File: config.mk
export PLATFORM = sky130hd
export DESIGN_NAME = otrb_ram
export DESIGN_NICKNAME = d
export VERILOG_FILES = /design/src/rtl/assert_macros.svh /design/src/rtl/otrb_ram.sv
export SDC_FILE = /design/constraint.sdc
export NUM_CORES = 2
export LEC_CHECK = 0
export BUFFER_PORTS_ARGS = -buffer_cell sky130_fd_sc_hd__buf_4
export CORE_AREA = 2 2 417 833
export CTS_CLUSTER_SIZE = 25
export DETAILED_ROUTE_END_ITERATION = 8
export DIE_AREA = 0 0 419 835
export SLEW_MARGIN = 20
export SYNTH_ARGS = -nofsm -noshare
export SYNTH_HDL_FRONTEND = slang
export SYNTH_SLANG_ARGS = --single-unit
File: constraint.sdc
create_clock -name clk -period 9.8 [get_ports clk]
set_input_delay 0.98 -clock clk [delete_from_list [all_inputs] [get_ports clk]]
set_output_delay 0.98 -clock clk [all_outputs]
set_load 0.05 [all_outputs]
File: src/rtl/assert_macros.svh
// ----------------------------------------------------------------------------
// Assertion macros shared by the RTL of the trace ring.
// Both expect a clock named clk and an active-low reset named arst_n.
// ----------------------------------------------------------------------------
`ifndef ASSERT_MACROS_SVH
`define ASSERT_MACROS_SVH

// Condition that must hold at every clock edge outside reset.
`define CHK_ALWAYS(label, expr, msg) \
	label: assert property (@(posedge clk) disable iff (!arst_n) (expr)) \
		else $error(msg);

// Antecedent in one cycle implies the consequent in the next one.
`define CHK_NEXT(label, ante, cons, msg) \
	label: assert property (@(posedge clk) disable iff (!arst_n) (ante) |=> (cons)) \
		else $error(msg);

`endif

File: src/rtl/otrb_ram.sv
// ----------------------------------------------------------------------------
// otrb_ram
// Generic simple dual-port RAM: one write port, one read port, registered read.
// ----------------------------------------------------------------------------
module otrb_ram #(
	parameter int WIDTH = 32,
	parameter int DEPTH = 64,
	parameter int AW    = (DEPTH > 1) ? $clog2(DEPTH) : 1
) (
	input  logic             clk,
	input  logic             we,
	input  logic [AW-1:0]    waddr,
	input  logic [WIDTH-1:0] wdata,
	input  logic             re,
	input  logic [AW-1:0]    raddr,
	output logic [WIDTH-1:0] rdata
);

	logic [WIDTH-1:0] mem_q [DEPTH];
	logic [WIDTH-1:0] rdata_q;

	// Write port
	always_ff @(posedge clk) begin
		if (we) begin
			mem_q[waddr] <= wdata;
		end
	end

	// Read port, data holds until the next read
	always_ff @(posedge clk) begin
		if (re) begin
			rdata_q <= mem_q[raddr];
		end
	end

	assign rdata = rdata_q;

endmodule

[Yosys cells after proc, flatten, opt, wreduce, memory -nomap -nowiden]
Memory sizes are Yosys's and may differ from the RTL's. A register that Yosys moved wholly into a read port is not among the register bits.
Cells that the tools add are included.
Word-level totals
  logic and storage cells: 3
  input bits: 47
  bits in writable memories: 2048
  bits in registers: 0
  memories kept: 1
Operators by class
  muxes and demuxes: 2
Memories
  mem_q: words 64, bits a word 32, rd ports 1, clocked after Yosys merged registers in 1, wr ports 1, RTL line otrb_ram.sv:19  | logic [WIDTH-1:0] mem_q [DEPTH];
Operators with widths (count)
  $mux W1: 2

[Logic depth before layout (Yosys ltp)]
  depth after elaboration: 2
  depth in mapped cells: 10

[Least setup slack after synthesis]
No wires, ideal clock.
  path type: input to register
  from: in waddr[3]
  to: mem mem_q[48][0], enable pin
  cell stages on the path: 4
  data arrival time: 3.679 ns
  library setup time: 0.461 ns
  setup slack: 5.660 ns
  buffers on the path: 1
  cell sequence: clkbuf_1 nor2b_1 nand4b_1 nor3_1
RTL lines
  start, declared: RTL line otrb_ram.sv:12  | input logic [AW-1:0] waddr,
  end, declared: RTL line otrb_ram.sv:19
Straight into the memory's write port.

==> impl_metrics.py <==
metrics = {
    "power": {
        "power_density_nw_per_um2": 199,
        "clkPwrFrac": 0.407,
        "p_leak_nw": 27.4,
        "vdd_drop_max_uv": 182,
        "switchingPower_mw": 3.91,
        "swShare": 0.213,
        "power_frac_comb": 0.053,
        "p_int_mw": 14.4,
        "seqPwrFrac": 0.540,
    },
    "grt": {
        "overflow": 0,
        "grt_max_degree": 103,
        "grt_pass1_wl_mm": 286,
        "first_global_vias": 37309,
        "track_usage": 0.114,
        "antenna_found_initial": 18,
    },
    "cts": {
        "ctsHoldBuffers": 0,
        "post_cts_buffers": 0,
        "clkTransAtPathRegs_ns": 0.06,
        "cts_sinks": 2080,
        "clkLatencyLatePin_ns": 0.83,
        "cts_root_buffer": "clkbuf_16",
        "clockBufferDepth": 3,
        "cts_tree": "built",
        "htreeDepth": 4,
        "cts_resized": 0,
        "numCtsBuffers": 202,
    },
    "setup_path": {
        "end_kind": "register",
        "crit_top_cell": "mux4_2",
        "worstReg2RegEnd": "rdata[27]",
        "crit_family": "buffers and inverters",
        "critPathRequiredTime_ns": 10.28,
        "path_buf_inv": 3,
        "path_cells": "buf_8 > buf_4 > buf_12 > mux4_2 > mux4_2 > o22ai_1 > nor2_1",
        "timing_worst_setup_path_type": "primary input to register",
        "worst-r2r-cell-count": 4,
        "worstPathArrival_ns": 4.85,
        "startpoint_type": "primary input",
        "cpMaxStageDelayCell": "o22ai_1",
        "slowest_delay_ns": 0.84,
        "r2r-start": "mem_q[19][27]",
        "critPathMaxFanout": 102,
        "regToRegSetupSlack_ns": 6.90,
    },
    "detailed_routing": {
        "vias": 36802,
        "dr.first_iter.drc_count": 4855,
        "firstDrtPassIters": 5,
        "routed_wl_mm": 204,
        "wire_per_inst_um": 24.5,
        "vias_per_cell": 4.43,
        "post-route-drc-count": 0,
        "ant_nets": 0,
    },
    "placement": {
        "dp_cells": 7925,
        "hpwl_mm": 103,
        "port_buffers": 78,
        "post_dp_cell_area_sq_um": 85700,
        "dp_slack_ns": 4.77,
        "gp_congestion": 0.797,
    },
    "synthesis": {
        "ys_ff_latch": 2080,
        "netlist_area_sq_um": 78800,
        "ys.flop_type": "edfxtp_1",
        "synth-edff-count": 2080,
        "syn_avg_cell_area_sq_um": 23.7,
        "ys_seq_area_frac": 0.792,
        "syn_inst": 3324,
        "syn-num-nets": 3371,
        "yosysWarnings": 0,
        "async_flop_share": 0,
        "ys_types": 33,
    },
    "die": {
        "io-pin-count": 79,
        "core_sq_um": 344000,
        "rows": 305,
        "die_w_um": 419,
        "die_area_sq_um": 350000,
        "die_h_um": 835,
        "start_util": 0.229,
    },
    "final_layout": {
        "drive_gt1_frac": 0.288,
        "layout.nets": 3571,
        "ff_latch_area_sq_um": 62500,
        "area_growth_pct": 16.7,
        "fin_area_sq_um": 92000,
        "finalNonFillerCells": 8310,
        "multi_input_area_sq_um": 16000,
        "nFillCells": 33823,
        "final_core_util": 0.268,
    },
    "timing": {
        "drv_slew": 0,
        "relSlewSlack": 0.199,
        "period_minus_slack_ns": 4.38,
        "finClkSkew_ns": 0.0306,
        "fmax_mhz": 228,
        "tns_ns": 0,
        "finalSetupViolCount": 0,
        "post-route-period-util": 0.447,
        "tightest_slew_ns": 1.20,
        "rsz0062_at_grt": "no",
        "layout_setup_ws_ns": 5.42,
        "hold_viol": 0,
    },
    "hold_path": {
        "worstHoldStart": "wdata[1]",
        "holdPathEnd": "mem_q[39][1]",
        "hold_class": "primary input to register",
        "min_path_cells": 1,
    },
    "run_status": {
        "outcome": "completed",
    },
    "flow_run": {
        "cap_violations": 0,
    },
}
[power groups by stage]
stage	Sequential [mW]	Clock [mW]	Combinational, mW
floorplan	10.1	0	0.479
global placement	10.1	0	0.966
detailed placement	10.1	0	0.975
CTS	9.90	7.59	0.975
global route	9.90	7.93	1.01
finish	9.90	7.47	0.966
[worst max-delay path by stage]
stage	from	endpoint	slack, ns	depth (start not counted)
detailed placement	raddr[1]	rdata[13]	4.77	7
floorplan	waddr[3]	mem_q[48][0]	5.66	4
global route	raddr[1]	rdata[25]	5.44	7
finish	raddr[1]	rdata[27]	5.42	7
CTS	raddr[1]	rdata[13]	5.68	7
global placement	raddr[2]	rdata[20]	4.69	8
[state kept, by name, summed over array words and instances (netlist names)]
register / cells
rdata: 32
mem_q: 2048
[final cells by class]
type                    instances  share of cell area
diodes                         16            0.000435
clock buffers                 254              0.0585
clock inverters               115             0.00997
multi-input cells            1062               0.174
flip-flops and latches       2080               0.679
well taps                    4605              0.0626
repair buffers                178              0.0158
[synth_stat cells (all sizes together), types with 3 or more instances]
| cell | number | area [sq um] |
|---|---|---|
| and3 | 4 | 25.0 |
| nand3 | 5 | 25.0 |
| o221ai | 27 | 236 |
| nand2 | 26 | 97.6 |
| a22oi | 12 | 90.1 |
| or3 | 3 | 18.8 |
| o22ai | 84 | 526 |
| nand3b | 5 | 37.5 |
| or3b | 5 | 43.8 |
| a311oi | 8 | 70.1 |
| nand2b | 8 | 50.1 |
| or2 | 3 | 18.8 |
| mux4 | 544 | 12300 |
| a21oi | 62 | 310 |
| buf | 108 | 608 |
| o32ai | 4 | 35.0 |
| nor2 | 137 | 514 |
| a41o | 4 | 40.0 |
| clkbuf | 74 | 278 |
| nor3 | 7 | 35.0 |
| mux2i | 93 | 931 |
| edfxtp | 2080 | 62500 |
| nor2b | 15 | 93.8 |
[kinds of logic (layout without fill, tap and decap cells)]
logic type             count (synthesis)  in the layout  synth area share
DFF                                 2080           2080             0.792
buffers and inverters                182            547            0.0112
and+or+nand+nor                      223            223            0.0126
AOI/OAI and AO/OA                    202            202            0.0167
muxes                                637            637             0.167
other                                  0             16                 0
[layout by cell type (no fill, tap or decap), drive strengths merged, types with 2 or more instances in the layout]
master / instances
a21oi: 62
a22oi: 12
a311oi: 8
a41o: 4
and2: 2
and3: 4
buf: 178
bufinv: 14
clkbuf: 254
clkinv: 93
clkinvlp: 4
diode: 16
edfxtp: 2080
inv: 4
mux2i: 93
mux4: 544
nand2: 26
nand2b: 8
nand3: 5
nand3b: 5
nand4: 2
nor2: 137
nor2b: 15
nor3: 7
o221ai: 27
o22ai: 84
o32ai: 4
or2: 3
or3: 3
or3b: 5
[per-stage QoR]
| step | hold WS, ns | total power [mW] |
|---|---|---|
| after floorplan | 0.750 | 10.6 |
| after global placement | 0.817 | 11.1 |
| after detailed placement | 0.831 | 11.1 |
| after CTS | 0.667 | 18.5 |
| after global routing | 0.708 | 18.8 |
| final | 0.707 | 18.3 |
[routing by layer]
| layer | global-route usage | wire length, um |
|---|---|---|
| met2 | 0.182 | 97100 |
| met4 | 0.0305 | 5030 |
| met5 | 0 | 34 |
| met3 | 0.0265 | 18400 |
| met1 | 0.155 | 83000 |
[worst register-to-register path, stage by stage, from the launching register on]
cell and delay [ns]:
edfxtp_1 0.37, mux4_2 0.48, mux4_2 0.55, o22ai_1 0.84
nor2_1 0.32
No activity file was read; power rests on OpenSTA's default activity.
